[config.mk]
export PLATFORM = sky130hd
export DESIGN_NAME = ball_wall_bounce_step_flat
export DESIGN_NICKNAME = d
export VERILOG_FILES = /design/src/hw/rtl/bwb_pkg.sv /design/src/hw/rtl/bwb_if.sv /design/src/hw/rtl/bwb_mac.sv /design/src/hw/rtl/ball_wall_bounce_step.sv /design/src/flat_wrapper.sv
export VERILOG_INCLUDE_DIRS = /design/src /design/src/hw/rtl
export SDC_FILE = /design/constraint.sdc
export NUM_CORES = 2
export LEC_CHECK = 0
export BUFFER_PORTS_ARGS = -buffer_cell sky130_fd_sc_hd__buf_2
export CORE_MARGIN = 1.5
export CORE_UTILIZATION = 55
export DETAILED_ROUTE_END_ITERATION = 12
export PLACE_DENSITY_LB_ADDON = 0.08
export SYNTH_ARGS = -nofsm -noshare
export SYNTH_HDL_FRONTEND = slang
export SYNTH_SLANG_ARGS = --single-unit
[constraint.sdc]
create_clock -name clock -period 41.6 [get_ports clock]
set_input_delay 8.32 -clock clock [delete_from_list [all_inputs] [get_ports clock]]
set_output_delay 8.32 -clock clock [all_outputs]
set_load 0.005 [all_outputs]
[src/hw/rtl/ball_wall_bounce_step_assert.svh]
// assertion macros for the ball and wall bounce step block
// used by the top level through a plain include, no other dependency
`ifndef BALL_WALL_BOUNCE_STEP_ASSERT_SVH
`define BALL_WALL_BOUNCE_STEP_ASSERT_SVH

// same-cycle implication
`define BWB_ASSERT_NOW(label, clk, rst, ante, cons) \
   label: assert property (@(posedge clk) disable iff (rst) (ante) |-> (cons)) \
      else $error("bwb assertion failed");

// next-cycle implication
`define BWB_ASSERT_NEXT(label, clk, rst, ante, cons) \
   label: assert property (@(posedge clk) disable iff (rst) (ante) |=> (cons)) \
      else $error("bwb assertion failed");

`endif

[src/hw/rtl/bwb_pkg.sv]
// shared types, constants and helpers for the ball and wall bounce step block
// no dependencies
`default_nettype none
package bwb_pkg;
   localparam int POS_W = 24;
   localparam int DIR_W = 16;
   localparam int CSR_W = 16;
   localparam int CSR_IDX_W = 3;
   localparam int POS_FRAC_DEFAULT = 8;
   localparam int DIR_FRAC_DEFAULT = 14;
   localparam int SPEED_FRAC = 8;
   localparam int SPEED_W = 16;

   localparam logic [CSR_IDX_W-1:0] CSR_LEFT   = 3'd0;
   localparam logic [CSR_IDX_W-1:0] CSR_TOP    = 3'd1;
   localparam logic [CSR_IDX_W-1:0] CSR_RIGHT  = 3'd2;
   localparam logic [CSR_IDX_W-1:0] CSR_BOTTOM = 3'd3;
   localparam logic [CSR_IDX_W-1:0] CSR_SPEED  = 3'd4;

   localparam logic [CSR_W-1:0] LEFT_RESET   = 16'd10;
   localparam logic [CSR_W-1:0] TOP_RESET    = 16'd10;
   localparam logic [CSR_W-1:0] RIGHT_RESET  = 16'd630;
   localparam logic [CSR_W-1:0] BOTTOM_RESET = 16'd470;
   localparam logic [CSR_W-1:0] SPEED_RESET  = 16'd1280;
   localparam logic signed [DIR_W-1:0] HEAD_X_RESET = 16'sd16384;

   localparam logic CMD_ADVANCE = 1'b0;
   localparam logic CMD_LOAD    = 1'b1;

   localparam logic [1:0] WALL_TOP    = 2'd0;
   localparam logic [1:0] WALL_RIGHT  = 2'd1;
   localparam logic [1:0] WALL_BOTTOM = 2'd2;
   localparam logic [1:0] WALL_LEFT   = 2'd3;

   typedef enum logic [0:0] {MAC_LOAD, MAC_SUB} mac_op_type;

   typedef struct packed {
      logic       en;
      mac_op_type op;
   } mac_ctl_type;

   function automatic logic signed [DIR_W-1:0] neg_sat(input logic signed [DIR_W-1:0] v);
      logic signed [DIR_W-1:0] r;
      if (v == {1'b1, {(DIR_W-1){1'b0}}}) begin
         r = {1'b0, {(DIR_W-1){1'b1}}};
      end else begin
         r = -v;
      end
      return r;
   endfunction
endpackage
`default_nettype wire

[src/hw/rtl/bwb_if.sv]
// valid/ready channel interfaces for requests, results and register writes
// depends on bwb_pkg
`default_nettype none
interface bwb_req_if;
   logic                             valid;
   logic                             ready;
   logic                             command;
   logic [bwb_pkg::POS_W-1:0]        load_x;
   logic [bwb_pkg::POS_W-1:0]        load_y;
   logic signed [bwb_pkg::DIR_W-1:0] load_dir_x;
   logic signed [bwb_pkg::DIR_W-1:0] load_dir_y;
   modport source (output valid, command, load_x, load_y, load_dir_x, load_dir_y,
                   input ready);
   modport sink (input valid, command, load_x, load_y, load_dir_x, load_dir_y,
                 output ready);
endinterface

interface bwb_rsp_if;
   logic                             valid;
   logic                             ready;
   logic [bwb_pkg::POS_W-1:0]        pos_x;
   logic [bwb_pkg::POS_W-1:0]        pos_y;
   logic signed [bwb_pkg::DIR_W-1:0] dir_x;
   logic signed [bwb_pkg::DIR_W-1:0] dir_y;
   logic                             hit;
   logic [1:0]                       wall_index;
   modport source (output valid, pos_x, pos_y, dir_x, dir_y, hit, wall_index,
                   input ready);
   modport sink (input valid, pos_x, pos_y, dir_x, dir_y, hit, wall_index,
                 output ready);
endinterface

interface bwb_csr_if;
   logic                             valid;
   logic                             ready;
   logic [bwb_pkg::CSR_IDX_W-1:0]    index;
   logic [bwb_pkg::CSR_W-1:0]        data;
   modport source (output valid, index, data, input ready);
   modport sink (input valid, index, data, output ready);
endinterface
`default_nettype wire

[src/hw/rtl/bwb_mac.sv]
// shared signed multiply-accumulate unit, one product per cycle while enabled
// depends on bwb_pkg
`default_nettype none
module bwb_mac #(
   parameter int OP_W = 26
) (
   input  wire logic                      clock,
   input  wire bwb_pkg::mac_ctl_type      ctl,
   input  wire logic signed [OP_W-1:0]    op_a,
   input  wire logic signed [OP_W-1:0]    op_b,
   output logic signed [2*OP_W:0]         acc
);
   localparam int ACC_W = 2 * OP_W + 1;

   logic signed [2*OP_W-1:0] prod;
   logic signed [ACC_W-1:0]  acc_ff, acc_in;

   always_comb begin
      prod = op_a * op_b;
      case (ctl.op)
         bwb_pkg::MAC_LOAD: acc_in = ACC_W'(prod);
         bwb_pkg::MAC_SUB:  acc_in = acc_ff - ACC_W'(prod);
         default:           acc_in = acc_ff;
      endcase
   end

   always_ff @(posedge clock) begin
      if (ctl.en) begin
         acc_ff <= acc_in;
      end
   end

   assign acc = acc_ff;
endmodule
`default_nettype wire

[src/hw/rtl/ball_wall_bounce_step.sv]
// a load request goes straight to the result; an advance first forms the step products, then
// tests the walls in turn until one is hit, all on the single shared multiplier
// throughput: one request at a time, next request taken the cycle after the result leaves
// reset: synchronous, restores wall registers, speed, ball at origin heading along +x
// top level: sequencer around bwb_mac, depends on bwb_pkg, bwb_if and the assert header
`default_nettype none
`include "ball_wall_bounce_step_assert.svh"
module ball_wall_bounce_step #(
   parameter int POS_FRAC_BITS = bwb_pkg::POS_FRAC_DEFAULT,
   parameter int DIR_FRAC_BITS = bwb_pkg::DIR_FRAC_DEFAULT
) (
   input wire logic  clock,
   input wire logic  reset,
   bwb_req_if.sink   req_chan,
   bwb_rsp_if.source rsp_chan,
   bwb_csr_if.sink   csr_chan
);
   localparam int POS_W = bwb_pkg::POS_W;
   localparam int DIR_W = bwb_pkg::DIR_W;
   localparam int EDGE_W = bwb_pkg::CSR_W + POS_FRAC_BITS;
   localparam int STEP_SHIFT = DIR_FRAC_BITS + bwb_pkg::SPEED_FRAC - POS_FRAC_BITS;
   localparam int PROD_W = DIR_W + bwb_pkg::SPEED_W + 1;
   localparam int DW = PROD_W - STEP_SHIFT + 1;
   localparam int CW = ((EDGE_W > POS_W) ? EDGE_W : POS_W) + 2;
   localparam int OP_W0 = (CW > DW) ? CW : DW;
   localparam int OP_W = (OP_W0 > PROD_W / 2 + 1) ? OP_W0 : PROD_W / 2 + 1;
   localparam int ACC_W = 2 * OP_W + 1;
   localparam logic [POS_W-1:0] POS_MAX = {POS_W{1'b1}};

   typedef enum logic [1:0] {S_IDLE, S_DELTA, S_WALL, S_RESP} state_type;

   state_type state_ff, state_in;
   logic [2:0] step_ff, step_in;
   logic [1:0] wall_ff, wall_in;
   logic [POS_W-1:0] ball_x_ff, ball_x_in, ball_y_ff, ball_y_in;
   logic signed [DIR_W-1:0] head_x_ff, head_x_in, head_y_ff, head_y_in;
   logic hit_ff, hit_in;
   logic [1:0] widx_ff, widx_in;
   logic signed [OP_W-1:0] dx_ff, dx_in, dy_ff, dy_in;
   logic signed [ACC_W-1:0] den_ff, den_in, nt_ff, nt_in;
   logic [bwb_pkg::CSR_W-1:0] left_ff, top_ff, right_ff, bottom_ff, speed_ff;

   bwb_pkg::mac_ctl_type mac_ctl;
   logic signed [OP_W-1:0] op_a, op_b;
   logic signed [ACC_W-1:0] acc, rnd;
   logic signed [OP_W-1:0] l_s, t_s, r_s, b_s, sx, sy, ex, ey, wx, wy, rx, ry;
   logic signed [OP_W-1:0] x1, y1, spd;
   logic signed [OP_W:0] nx, ny;
   logic hit_now;

   function automatic logic strict_in(input logic signed [ACC_W-1:0] num,
                                      input logic signed [ACC_W-1:0] den);
      logic r;
      if (den > 0) begin
         r = (num > 0) && (num < den);
      end else begin
         r = (num < 0) && (num > den);
      end
      return r;
   endfunction

   function automatic logic [POS_W-1:0] sat_pos(input logic signed [OP_W:0] v);
      logic [POS_W-1:0] r;
      if (v < 0) begin
         r = '0;
      end else if (v > $signed({1'b0, (OP_W)'(POS_MAX)})) begin
         r = POS_MAX;
      end else begin
         r = v[POS_W-1:0];
      end
      return r;
   endfunction

   bwb_mac #(.OP_W(OP_W)) u_mac (
      .clock (clock),
      .ctl   (mac_ctl),
      .op_a  (op_a),
      .op_b  (op_b),
      .acc   (acc)
   );

   // wall geometry for the wall under test, step rounding, next position and hit test
   always_comb begin
      l_s = signed'(OP_W'({left_ff, {POS_FRAC_BITS{1'b0}}}));
      t_s = signed'(OP_W'({top_ff, {POS_FRAC_BITS{1'b0}}}));
      r_s = signed'(OP_W'({right_ff, {POS_FRAC_BITS{1'b0}}}));
      b_s = signed'(OP_W'({bottom_ff, {POS_FRAC_BITS{1'b0}}}));
      x1 = signed'(OP_W'(ball_x_ff));
      y1 = signed'(OP_W'(ball_y_ff));
      spd = signed'(OP_W'(speed_ff));
      sx = (wall_ff == bwb_pkg::WALL_TOP || wall_ff == bwb_pkg::WALL_LEFT) ? l_s : r_s;
      sy = (wall_ff == bwb_pkg::WALL_BOTTOM || wall_ff == bwb_pkg::WALL_LEFT) ? b_s : t_s;
      ex = (wall_ff == bwb_pkg::WALL_TOP || wall_ff == bwb_pkg::WALL_RIGHT) ? r_s : l_s;
      ey = (wall_ff == bwb_pkg::WALL_TOP || wall_ff == bwb_pkg::WALL_LEFT) ? t_s : b_s;
      wx = ex - sx;
      wy = ey - sy;
      rx = x1 - sx;
      ry = y1 - sy;
      rnd = (acc + (ACC_W'(1) <<< (STEP_SHIFT - 1))) >>> STEP_SHIFT;
      nx = (OP_W + 1)'(x1) + (OP_W + 1)'(dx_ff);
      ny = (OP_W + 1)'(y1) + (OP_W + 1)'(dy_ff);
      hit_now = (den_ff != 0) && strict_in(nt_ff, den_ff) && strict_in(acc, den_ff);
   end

   // shared unit schedule
   always_comb begin
      mac_ctl.en = 1'b0;
      mac_ctl.op = bwb_pkg::MAC_LOAD;
      op_a = '0;
      op_b = '0;
      case (state_ff)
         S_DELTA: begin
            mac_ctl.en = (step_ff != 3'd2);
            op_a = (step_ff == 3'd0) ? OP_W'(head_x_ff) : OP_W'(head_y_ff);
            op_b = spd;
         end
         S_WALL: begin
            mac_ctl.en = (step_ff != 3'd6);
            mac_ctl.op = step_ff[0] ? bwb_pkg::MAC_SUB : bwb_pkg::MAC_LOAD;
            case (step_ff)
               3'd0: begin op_a = wy; op_b = dx_ff; end
               3'd1: begin op_a = wx; op_b = dy_ff; end
               3'd2: begin op_a = wx; op_b = ry; end
               3'd3: begin op_a = wy; op_b = rx; end
               3'd4: begin op_a = dx_ff; op_b = ry; end
               3'd5: begin op_a = dy_ff; op_b = rx; end
               default: begin op_a = '0; op_b = '0; end
            endcase
         end
         default: begin
         end
      endcase
   end

   always_comb begin
      state_in = state_ff;
      step_in = step_ff;
      wall_in = wall_ff;
      ball_x_in = ball_x_ff;
      ball_y_in = ball_y_ff;
      head_x_in = head_x_ff;
      head_y_in = head_y_ff;
      hit_in = hit_ff;
      widx_in = widx_ff;
      dx_in = dx_ff;
      dy_in = dy_ff;
      den_in = den_ff;
      nt_in = nt_ff;
      case (state_ff)
         S_IDLE: begin
            if (req_chan.valid) begin
               hit_in = 1'b0;
               widx_in = bwb_pkg::WALL_TOP;
               step_in = '0;
               wall_in = bwb_pkg::WALL_TOP;
               if (req_chan.command == bwb_pkg::CMD_LOAD) begin
                  ball_x_in = req_chan.load_x;
                  ball_y_in = req_chan.load_y;
                  head_x_in = req_chan.load_dir_x;
                  head_y_in = req_chan.load_dir_y;
                  state_in = S_RESP;
               end else begin
                  state_in = S_DELTA;
               end
            end
         end
         S_DELTA: begin
            step_in = step_ff + 3'd1;
            if (step_ff == 3'd1) begin
               dx_in = OP_W'(rnd);
            end
            if (step_ff == 3'd2) begin
               dy_in = OP_W'(rnd);
               step_in = '0;
               state_in = S_WALL;
            end
         end
         S_WALL: begin
            step_in = step_ff + 3'd1;
            if (step_ff == 3'd2) begin
               den_in = acc;
            end
            if (step_ff == 3'd4) begin
               nt_in = acc;
            end
            if (step_ff == 3'd6) begin
               step_in = '0;
               if (hit_now) begin
                  hit_in = 1'b1;
                  widx_in = wall_ff;
                  if (wall_ff == bwb_pkg::WALL_TOP || wall_ff == bwb_pkg::WALL_BOTTOM) begin
                     head_y_in = bwb_pkg::neg_sat(head_y_ff);
                  end else begin
                     head_x_in = bwb_pkg::neg_sat(head_x_ff);
                  end
                  state_in = S_RESP;
               end else if (wall_ff == bwb_pkg::WALL_LEFT) begin
                  ball_x_in = sat_pos(nx);
                  ball_y_in = sat_pos(ny);
                  state_in = S_RESP;
               end else begin
                  wall_in = wall_ff + 2'd1;
               end
            end
         end
         S_RESP: begin
            if (rsp_chan.ready) begin
               state_in = S_IDLE;
            end
         end
         default: begin
            state_in = S_IDLE;
         end
      endcase
   end

   always_ff @(posedge clock) begin
      if (reset) begin
         state_ff <= S_IDLE;
         step_ff <= '0;
         wall_ff <= '0;
         ball_x_ff <= '0;
         ball_y_ff <= '0;
         head_x_ff <= bwb_pkg::HEAD_X_RESET;
         head_y_ff <= '0;
         hit_ff <= 1'b0;
         widx_ff <= '0;
         left_ff <= bwb_pkg::LEFT_RESET;
         top_ff <= bwb_pkg::TOP_RESET;
         right_ff <= bwb_pkg::RIGHT_RESET;
         bottom_ff <= bwb_pkg::BOTTOM_RESET;
         speed_ff <= bwb_pkg::SPEED_RESET;
      end else begin
         state_ff <= state_in;
         step_ff <= step_in;
         wall_ff <= wall_in;
         ball_x_ff <= ball_x_in;
         ball_y_ff <= ball_y_in;
         head_x_ff <= head_x_in;
         head_y_ff <= head_y_in;
         hit_ff <= hit_in;
         widx_ff <= widx_in;
         if (csr_chan.valid) begin
            case (csr_chan.index)
               bwb_pkg::CSR_LEFT:   left_ff <= csr_chan.data;
               bwb_pkg::CSR_TOP:    top_ff <= csr_chan.data;
               bwb_pkg::CSR_RIGHT:  right_ff <= csr_chan.data;
               bwb_pkg::CSR_BOTTOM: bottom_ff <= csr_chan.data;
               bwb_pkg::CSR_SPEED:  speed_ff <= csr_chan.data;
               default: begin
               end
            endcase
         end
      end
      dx_ff <= dx_in;
      dy_ff <= dy_in;
      den_ff <= den_in;
      nt_ff <= nt_in;
   end

   assign req_chan.ready = (state_ff == S_IDLE);
   assign csr_chan.ready = 1'b1;
   assign rsp_chan.valid = (state_ff == S_RESP);
   assign rsp_chan.pos_x = ball_x_ff;
   assign rsp_chan.pos_y = ball_y_ff;
   assign rsp_chan.dir_x = head_x_ff;
   assign rsp_chan.dir_y = head_y_ff;
   assign rsp_chan.hit = hit_ff;
   assign rsp_chan.wall_index = widx_ff;

   `BWB_ASSERT_NEXT(a_busy_after_req, clock, reset, req_chan.valid && req_chan.ready, !req_chan.ready)
   `BWB_ASSERT_NOW(a_one_at_a_time, clock, reset, rsp_chan.valid, !req_chan.ready)
   `BWB_ASSERT_NOW(a_miss_wall_zero, clock, reset, rsp_chan.valid && !rsp_chan.hit, rsp_chan.wall_index == bwb_pkg::WALL_TOP)
endmodule
`default_nettype wire

[src/flat_wrapper.sv]
// flat-port wrapper written by rule: the top's interface ports become plain ports
module ball_wall_bounce_step_flat 
#(
   parameter int POS_FRAC_BITS = bwb_pkg::POS_FRAC_DEFAULT,
   parameter int DIR_FRAC_BITS = bwb_pkg::DIR_FRAC_DEFAULT
)
  (clock, reset, req_chan_valid, req_chan_command, req_chan_load_x, req_chan_load_y, req_chan_load_dir_x, req_chan_load_dir_y, req_chan_ready, rsp_chan_valid, rsp_chan_pos_x, rsp_chan_pos_y, rsp_chan_dir_x, rsp_chan_dir_y, rsp_chan_hit, rsp_chan_wall_index, rsp_chan_ready, csr_chan_valid, csr_chan_index, csr_chan_data, csr_chan_ready);
  bwb_req_if req_chan_i ();
  bwb_rsp_if rsp_chan_i ();
  bwb_csr_if csr_chan_i ();
  input wire logic clock;
  input wire logic reset;
  input wire logic [$bits(req_chan_i.valid)-1:0] req_chan_valid;
  input wire logic [$bits(req_chan_i.command)-1:0] req_chan_command;
  input wire logic [$bits(req_chan_i.load_x)-1:0] req_chan_load_x;
  input wire logic [$bits(req_chan_i.load_y)-1:0] req_chan_load_y;
  input wire logic [$bits(req_chan_i.load_dir_x)-1:0] req_chan_load_dir_x;
  input wire logic [$bits(req_chan_i.load_dir_y)-1:0] req_chan_load_dir_y;
  output wire logic [$bits(req_chan_i.ready)-1:0] req_chan_ready;
  output wire logic [$bits(rsp_chan_i.valid)-1:0] rsp_chan_valid;
  output wire logic [$bits(rsp_chan_i.pos_x)-1:0] rsp_chan_pos_x;
  output wire logic [$bits(rsp_chan_i.pos_y)-1:0] rsp_chan_pos_y;
  output wire logic [$bits(rsp_chan_i.dir_x)-1:0] rsp_chan_dir_x;
  output wire logic [$bits(rsp_chan_i.dir_y)-1:0] rsp_chan_dir_y;
  output wire logic [$bits(rsp_chan_i.hit)-1:0] rsp_chan_hit;
  output wire logic [$bits(rsp_chan_i.wall_index)-1:0] rsp_chan_wall_index;
  input wire logic [$bits(rsp_chan_i.ready)-1:0] rsp_chan_ready;
  input wire logic [$bits(csr_chan_i.valid)-1:0] csr_chan_valid;
  input wire logic [$bits(csr_chan_i.index)-1:0] csr_chan_index;
  input wire logic [$bits(csr_chan_i.data)-1:0] csr_chan_data;
  output wire logic [$bits(csr_chan_i.ready)-1:0] csr_chan_ready;
  assign req_chan_i.valid = req_chan_valid;
  assign req_chan_i.command = req_chan_command;
  assign req_chan_i.load_x = req_chan_load_x;
  assign req_chan_i.load_y = req_chan_load_y;
  assign req_chan_i.load_dir_x = req_chan_load_dir_x;
  assign req_chan_i.load_dir_y = req_chan_load_dir_y;
  assign req_chan_ready = req_chan_i.ready;
  assign rsp_chan_valid = rsp_chan_i.valid;
  assign rsp_chan_pos_x = rsp_chan_i.pos_x;
  assign rsp_chan_pos_y = rsp_chan_i.pos_y;
  assign rsp_chan_dir_x = rsp_chan_i.dir_x;
  assign rsp_chan_dir_y = rsp_chan_i.dir_y;
  assign rsp_chan_hit = rsp_chan_i.hit;
  assign rsp_chan_wall_index = rsp_chan_i.wall_index;
  assign rsp_chan_i.ready = rsp_chan_ready;
  assign csr_chan_i.valid = csr_chan_valid;
  assign csr_chan_i.index = csr_chan_index;
  assign csr_chan_i.data = csr_chan_data;
  assign csr_chan_ready = csr_chan_i.ready;
  ball_wall_bounce_step #(.POS_FRAC_BITS(POS_FRAC_BITS), .DIR_FRAC_BITS(DIR_FRAC_BITS)) u_core (.clock(clock), .reset(reset), .req_chan(req_chan_i), .rsp_chan(rsp_chan_i), .csr_chan(csr_chan_i));
endmodule
==> impl_results.html <==
<table>
<tr><th>Metric</th><th>Value</th></tr>
<tr><th colspan="2">Critical path</th></tr>
<tr><td>CP Capture Type</td><td>flop</td></tr>
<tr><td>Largest stage delay on the critical path</td><td>~0.79 ns</td></tr>
<tr><td>Arrival time of data at the critical path endpoint</td><td>~16 ns</td></tr>
<tr><td>Crit-path most repeated cell</td><td>sky130_fd_sc_hd__fa_1</td></tr>
<tr><td>CP Launch Type</td><td>flop</td></tr>
<tr><td>Setup CP Type</td><td>flop to flop</td></tr>
<tr><td>Maximum net fanout on the critical path</td><td>between 40 and 50</td></tr>
<tr><td>Worst-path cell with the longest stage delay</td><td>sky130_fd_sc_hd__nand2_1</td></tr>
<tr><td>Required time of the worst setup path</td><td>41.90 ns</td></tr>
<tr><th colspan="2">Timing</th></tr>
<tr><td>Worst-case headroom to the max-slew limit</td><td>a little under an eighth</td></tr>
<tr><td>Number of endpoints with negative hold slack in the final report</td><td>0</td></tr>
<tr><td>Transition time at the pin with the least slew margin</td><td>between 1 and 1.5 ns</td></tr>
<tr><td>Post-Route Skew</td><td>approximately 0.09 ns</td></tr>
<tr><td>Maximum frequency from static timing analysis</td><td>0.0640 GHz</td></tr>
<tr><td>Total Neg Setup Slack</td><td>0 ns</td></tr>
<tr><td>Final setup violating endpoints</td><td>0</td></tr>
<tr><td>Final critical-path share of the clock period</td><td>approximately 38%</td></tr>
<tr><td>RSZ-0062 raised after global routing</td><td>no</td></tr>
<tr><td>Time the worst path needs with I/O delays and setup</td><td>15.64 ns</td></tr>
<tr><td>Fin. max-slew vios</td><td>0</td></tr>
<tr><th colspan="2">Synthesis</th></tr>
<tr><td>Total number of yosys warnings</td><td>0</td></tr>
<tr><td>Mean area per synthesized cell</td><td>slightly below 9 µm²</td></tr>
<tr><td>Cell types occupying the most area after synthesis</td><td>sky130_fd_sc_hd__fa_1, sky130_fd_sc_hd__edfxtp_1, sky130_fd_sc_hd__ha_1</td></tr>
<tr><td>Top cell type's share of synthesized area</td><td>between 20 and 30%</td></tr>
<tr><td>Dominant synthesized flop cell</td><td>sky130_fd_sc_hd__edfxtp_1</td></tr>
<tr><td>Fraction of synthesis flops using an asynchronous set or reset pin</td><td>0%</td></tr>
<tr><td>EDFF count, synth</td><td>~210</td></tr>
<tr><td>Synth Register Bits</td><td>between 300 and 400</td></tr>
<tr><td>Post-synthesis cell type with the largest combined area</td><td>sky130_fd_sc_hd__fa_1</td></tr>
<tr><td>Fraction of the yosys area taken by sequential cells</td><td>~18%</td></tr>
<tr><td>Unique cell type count in the Yosys netlist</td><td>111</td></tr>
<tr><td>Syn Nets</td><td>approximately 7300</td></tr>
<tr><td>Post-synthesis cell count</td><td>6052</td></tr>
<tr><td>Combined area of all synthesized cells</td><td>~0.053 mm²</td></tr>
<tr><th colspan="2">Routing</th></tr>
<tr><td>Via total after detailed routing</td><td>approximately 44000</td></tr>
<tr><td>Final antenna-violating net count</td><td>0</td></tr>
<tr><td>Topmost layer with routed signal wires</td><td>met5</td></tr>
<tr><td>Via-per-instance ratio</td><td>around 6</td></tr>
<tr><td>Pre-antenna DRT Iters</td><td>7</td></tr>
<tr><td>DRC violation count after routing</td><td>0</td></tr>
<tr><td>WL met3</td><td>between 10000 and 15000 µm</td></tr>
<tr><td>Routed metal-1 wire length</td><td>between 60000 and 70000 µm</td></tr>
<tr><td>Mean routed wirelength per cell</td><td>~24 µm</td></tr>
<tr><td>Total Routed Length</td><td>175000 µm</td></tr>
<tr><td>Routed wire length on met2</td><td>between 80000 and 90000 µm</td></tr>
<tr><td>First-iteration detailed-routing DRC count</td><td>around 3900</td></tr>
<tr><th colspan="2">Die</th></tr>
<tr><td>Die Area</td><td>0.0986 mm²</td></tr>
<tr><td>Initial Utilization</td><td>a little under three fifths</td></tr>
<tr><td>Core Rows</td><td>around 110</td></tr>
<tr><td>Height of the die</td><td>approximately 310 µm</td></tr>
<tr><td>Core ar.</td><td>0.0954 mm²</td></tr>
<tr><td>Die outline width</td><td>roughly 310 µm</td></tr>
<tr><td>Number of placed I/O pins</td><td>191</td></tr>
<tr><th colspan="2">Power and ir drop</th></tr>
<tr><td>Worst vdd rail ir drop</td><td>roughly 0.083 mV</td></tr>
<tr><td>Leakage power of the design</td><td>roughly 26 nW</td></tr>
<tr><td>Final total power</td><td>around 3.2 mW</td></tr>
<tr><td>Pwr dens</td><td>56.3 mW/mm²</td></tr>
<tr><th colspan="2">Cells and area</th></tr>
<tr><td>Area of all placed cells without fillers</td><td>~0.057 mm²</td></tr>
<tr><td>Commonest cells after routing, fill and taps aside</td><td>sky130_fd_sc_hd__inv_1, sky130_fd_sc_hd__nand2_1, sky130_fd_sc_hd__fa_1</td></tr>
<tr><td>Commonest non-fill, non-tap cell in the layout</td><td>sky130_fd_sc_hd__inv_1</td></tr>
<tr><td>Layout-stage area growth over the synthesis result</td><td>7.10%</td></tr>
<tr><td>Share of layout cells above drive strength 1</td><td>7.75%</td></tr>
<tr><td>Number of nets in the finished design</td><td>roughly 7300</td></tr>
<tr><td>Ant. Diodes</td><td>0</td></tr>
<tr><th colspan="2">Clock network</th></tr>
<tr><td>Clock latency at the later pin of the worst-skew pair</td><td>~0.66 ns</td></tr>
<tr><td>Post-CTS setup repair buffer count</td><td>0</td></tr>
<tr><td>Clk pin slew, worst setup/hold paths</td><td>0.06 ns</td></tr>
<tr><td>Count of hold buffers inserted by post-cts repair</td><td>0</td></tr>
<tr><td>Sinks on the clock net</td><td>381</td></tr>
<tr><td>Clock Path Buffers</td><td>3</td></tr>
<tr><td>H-tree depth</td><td>2</td></tr>
<tr><td>Total CTS buffers</td><td>47</td></tr>
<tr><td>CTS Root Buffer Type</td><td>sky130_fd_sc_hd__clkbuf_16</td></tr>
<tr><td>Resize count post-CTS</td><td>0</td></tr>
<tr><td>TritonCTS clock tree</td><td>built</td></tr>
<tr><th colspan="2">Placement</th></tr>
<tr><td>Port-buffer cells</td><td>189</td></tr>
<tr><td>Instance area after placement</td><td>approximately 0.055 mm²</td></tr>
<tr><td>Estimated wirelength of the detail-placed design</td><td>about 140000 µm</td></tr>
<tr><td>Routability cong.</td><td>between 0.9 and 1</td></tr>
<tr><th colspan="2">Global routing</th></tr>
<tr><td>Number of antenna violations at the first check in global routing</td><td>1</td></tr>
<tr><td>Maximum number of pins on one net before global-route repair</td><td>91</td></tr>
<tr><td>Overall global routing resource usage</td><td>about 36%</td></tr>
<tr><td>Total global routing overflow</td><td>0</td></tr>
<tr><td>Number of global-route vias before repair</td><td>44476</td></tr>
<tr><td>First-pass GRT wire length</td><td>about 270000 µm</td></tr>
<tr><th colspan="2">Job</th></tr>
<tr><td>Number of maximum-capacitance violations</td><td>0</td></tr>
<tr><th colspan="2">Hold path</th></tr>
<tr><td>Kind of path behind the tightest hold check</td><td>flop to flop</td></tr>
<tr><th colspan="2">Run status</th></tr>
<tr><td>Outcome</td><td>complete, no violations</td></tr>
</table>
cells in the mapped netlist, types with 15 or more instances:
cell type,count
sky130_fd_sc_hd__nand3b_1,21
sky130_fd_sc_hd__o21ai_1,30
sky130_fd_sc_hd__a22o_1,19
sky130_fd_sc_hd__a31oi_1,44
sky130_fd_sc_hd__nand2b_1,63
sky130_fd_sc_hd__nor3_1,54
sky130_fd_sc_hd__a22oi_1,41
sky130_fd_sc_hd__nor2b_1,111
sky130_fd_sc_hd__inv_1,901
sky130_fd_sc_hd__o21bai_1,25
sky130_fd_sc_hd__nand4_1,58
sky130_fd_sc_hd__a221oi_1,23
sky130_fd_sc_hd__a21o_1,131
sky130_fd_sc_hd__dfxtp_1,170
sky130_fd_sc_hd__a211oi_1,59
sky130_fd_sc_hd__xor2_1,86
sky130_fd_sc_hd__edfxtp_1,211
sky130_fd_sc_hd__mux2i_1,67
sky130_fd_sc_hd__nor4_1,56
sky130_fd_sc_hd__o21ai_0,199
sky130_fd_sc_hd__a222oi_1,15
sky130_fd_sc_hd__a21oi_1,316
sky130_fd_sc_hd__clkbuf_1,218
sky130_fd_sc_hd__and2_1,85
sky130_fd_sc_hd__nand3_1,85
sky130_fd_sc_hd__nor2_1,321
sky130_fd_sc_hd__or2_2,20
sky130_fd_sc_hd__o21a_1,20
sky130_fd_sc_hd__xnor2_1,154
sky130_fd_sc_hd__o22ai_1,31
sky130_fd_sc_hd__ha_1,403
sky130_fd_sc_hd__o31ai_1,17
sky130_fd_sc_hd__a311oi_1,17
sky130_fd_sc_hd__mux2_2,30
sky130_fd_sc_hd__and3_1,50
sky130_fd_sc_hd__or3_1,33
sky130_fd_sc_hd__nand2_1,883
sky130_fd_sc_hd__buf_2,25
sky130_fd_sc_hd__fa_1,714
area by class of cell:
class                   count  area (µm²)
flip-flops and latches    381        9740
fillers                  8637       38500
clock inverters            22         229
clock buffers              64        1330
inverters                 902        3390
well taps                1265        1580
repair buffers            268        1540
multi-input cells        4501       39200
worst max-delay path: cells and delay by family, from the launching register on:
kind | cells | cell delay, ns
simple gates | 17 | 4.17
mux | 1 | 0.43
buf+inv | 7 | 0.95
fa+ha+maj | 13 | 5.41
xor+xnor | 3 | 0.46
compound gates | 14 | 3.45
flops | 1 | 0.40
cells by family (layout without fill, tap and decap cells):
| kind of cell | after synthesis | count (layout) | synth area share (%) |
|---|---|---|---|
| other | 1 | 1 | 0.00705 |
| and+or+nand+nor | 1896 | 1896 | 16.6 |
| AOI/OAI and AO/OA | 1128 | 1128 | 13.9 |
| DFF | 381 | 381 | 18.3 |
| adders and majority gates | 1134 | 1134 | 36.7 |
| xor gates and xnor gates | 243 | 243 | 4.06 |
| buffers and inverters | 1170 | 1256 | 8.41 |
| muxes | 99 | 99 | 1.96 |
through the flow:
stage	instances	worst slack (ns)	hold WS [ns]	util, %
2_1_floorplan	6052	24.48	0.437	-
3_3_place_gp	7317	26.39	0.443	58.1
3_5_place_dp	7317	26.21	0.450	58.1
4_1_cts	7403	26.13	0.459	59.7
5_1_grt	7403	25.07	0.480	59.7
6_report	7403	25.96	0.460	59.7
routing by layer:
metal	vias to the layer above	global-route usage, %
met3	403	7.82
met4	2	19.6
li1	20190	-
met5	-	0
met1	21989	45.4
met2	1696	57.7
sequential cells by signal, indices dropped and copies added, names as in the netlist, 24 cells and up:
register / flops
u_core.den_ff: 53
u_core.dx_ff: 26
u_core.dy_ff: 26
u_core.nt_ff: 53
u_core.rsp_chan.pos_x: 24
u_core.rsp_chan.pos_y: 24
u_core.u_mac.acc: 53
path summary, 6_finish.rpt:
check | from | end | slack (ns) | cells past startpoint
setup / recovery | u_core.wall_ff[1] | u_core.u_mac.acc[48] | 25.96 | 55
hold / removal | u_core.speed_ff[14] | u_core.speed_ff[14] | 0.46 | 2
setup reg to reg | u_core.wall_ff[1] | u_core.u_mac.acc[48] | 25.96 | 55
hold reg to reg | u_core.speed_ff[14] | u_core.speed_ff[14] | 0.46 | 2
power by group:
group          switching (mW)  internal [mW]  total, mW  leakage, nW
clock                   0.179          0.243      0.423        0.760
combinational            1.33          0.794       2.12         22.1
sequential              0.155          0.513      0.667         3.34
(Power assumes the default switching activity.)
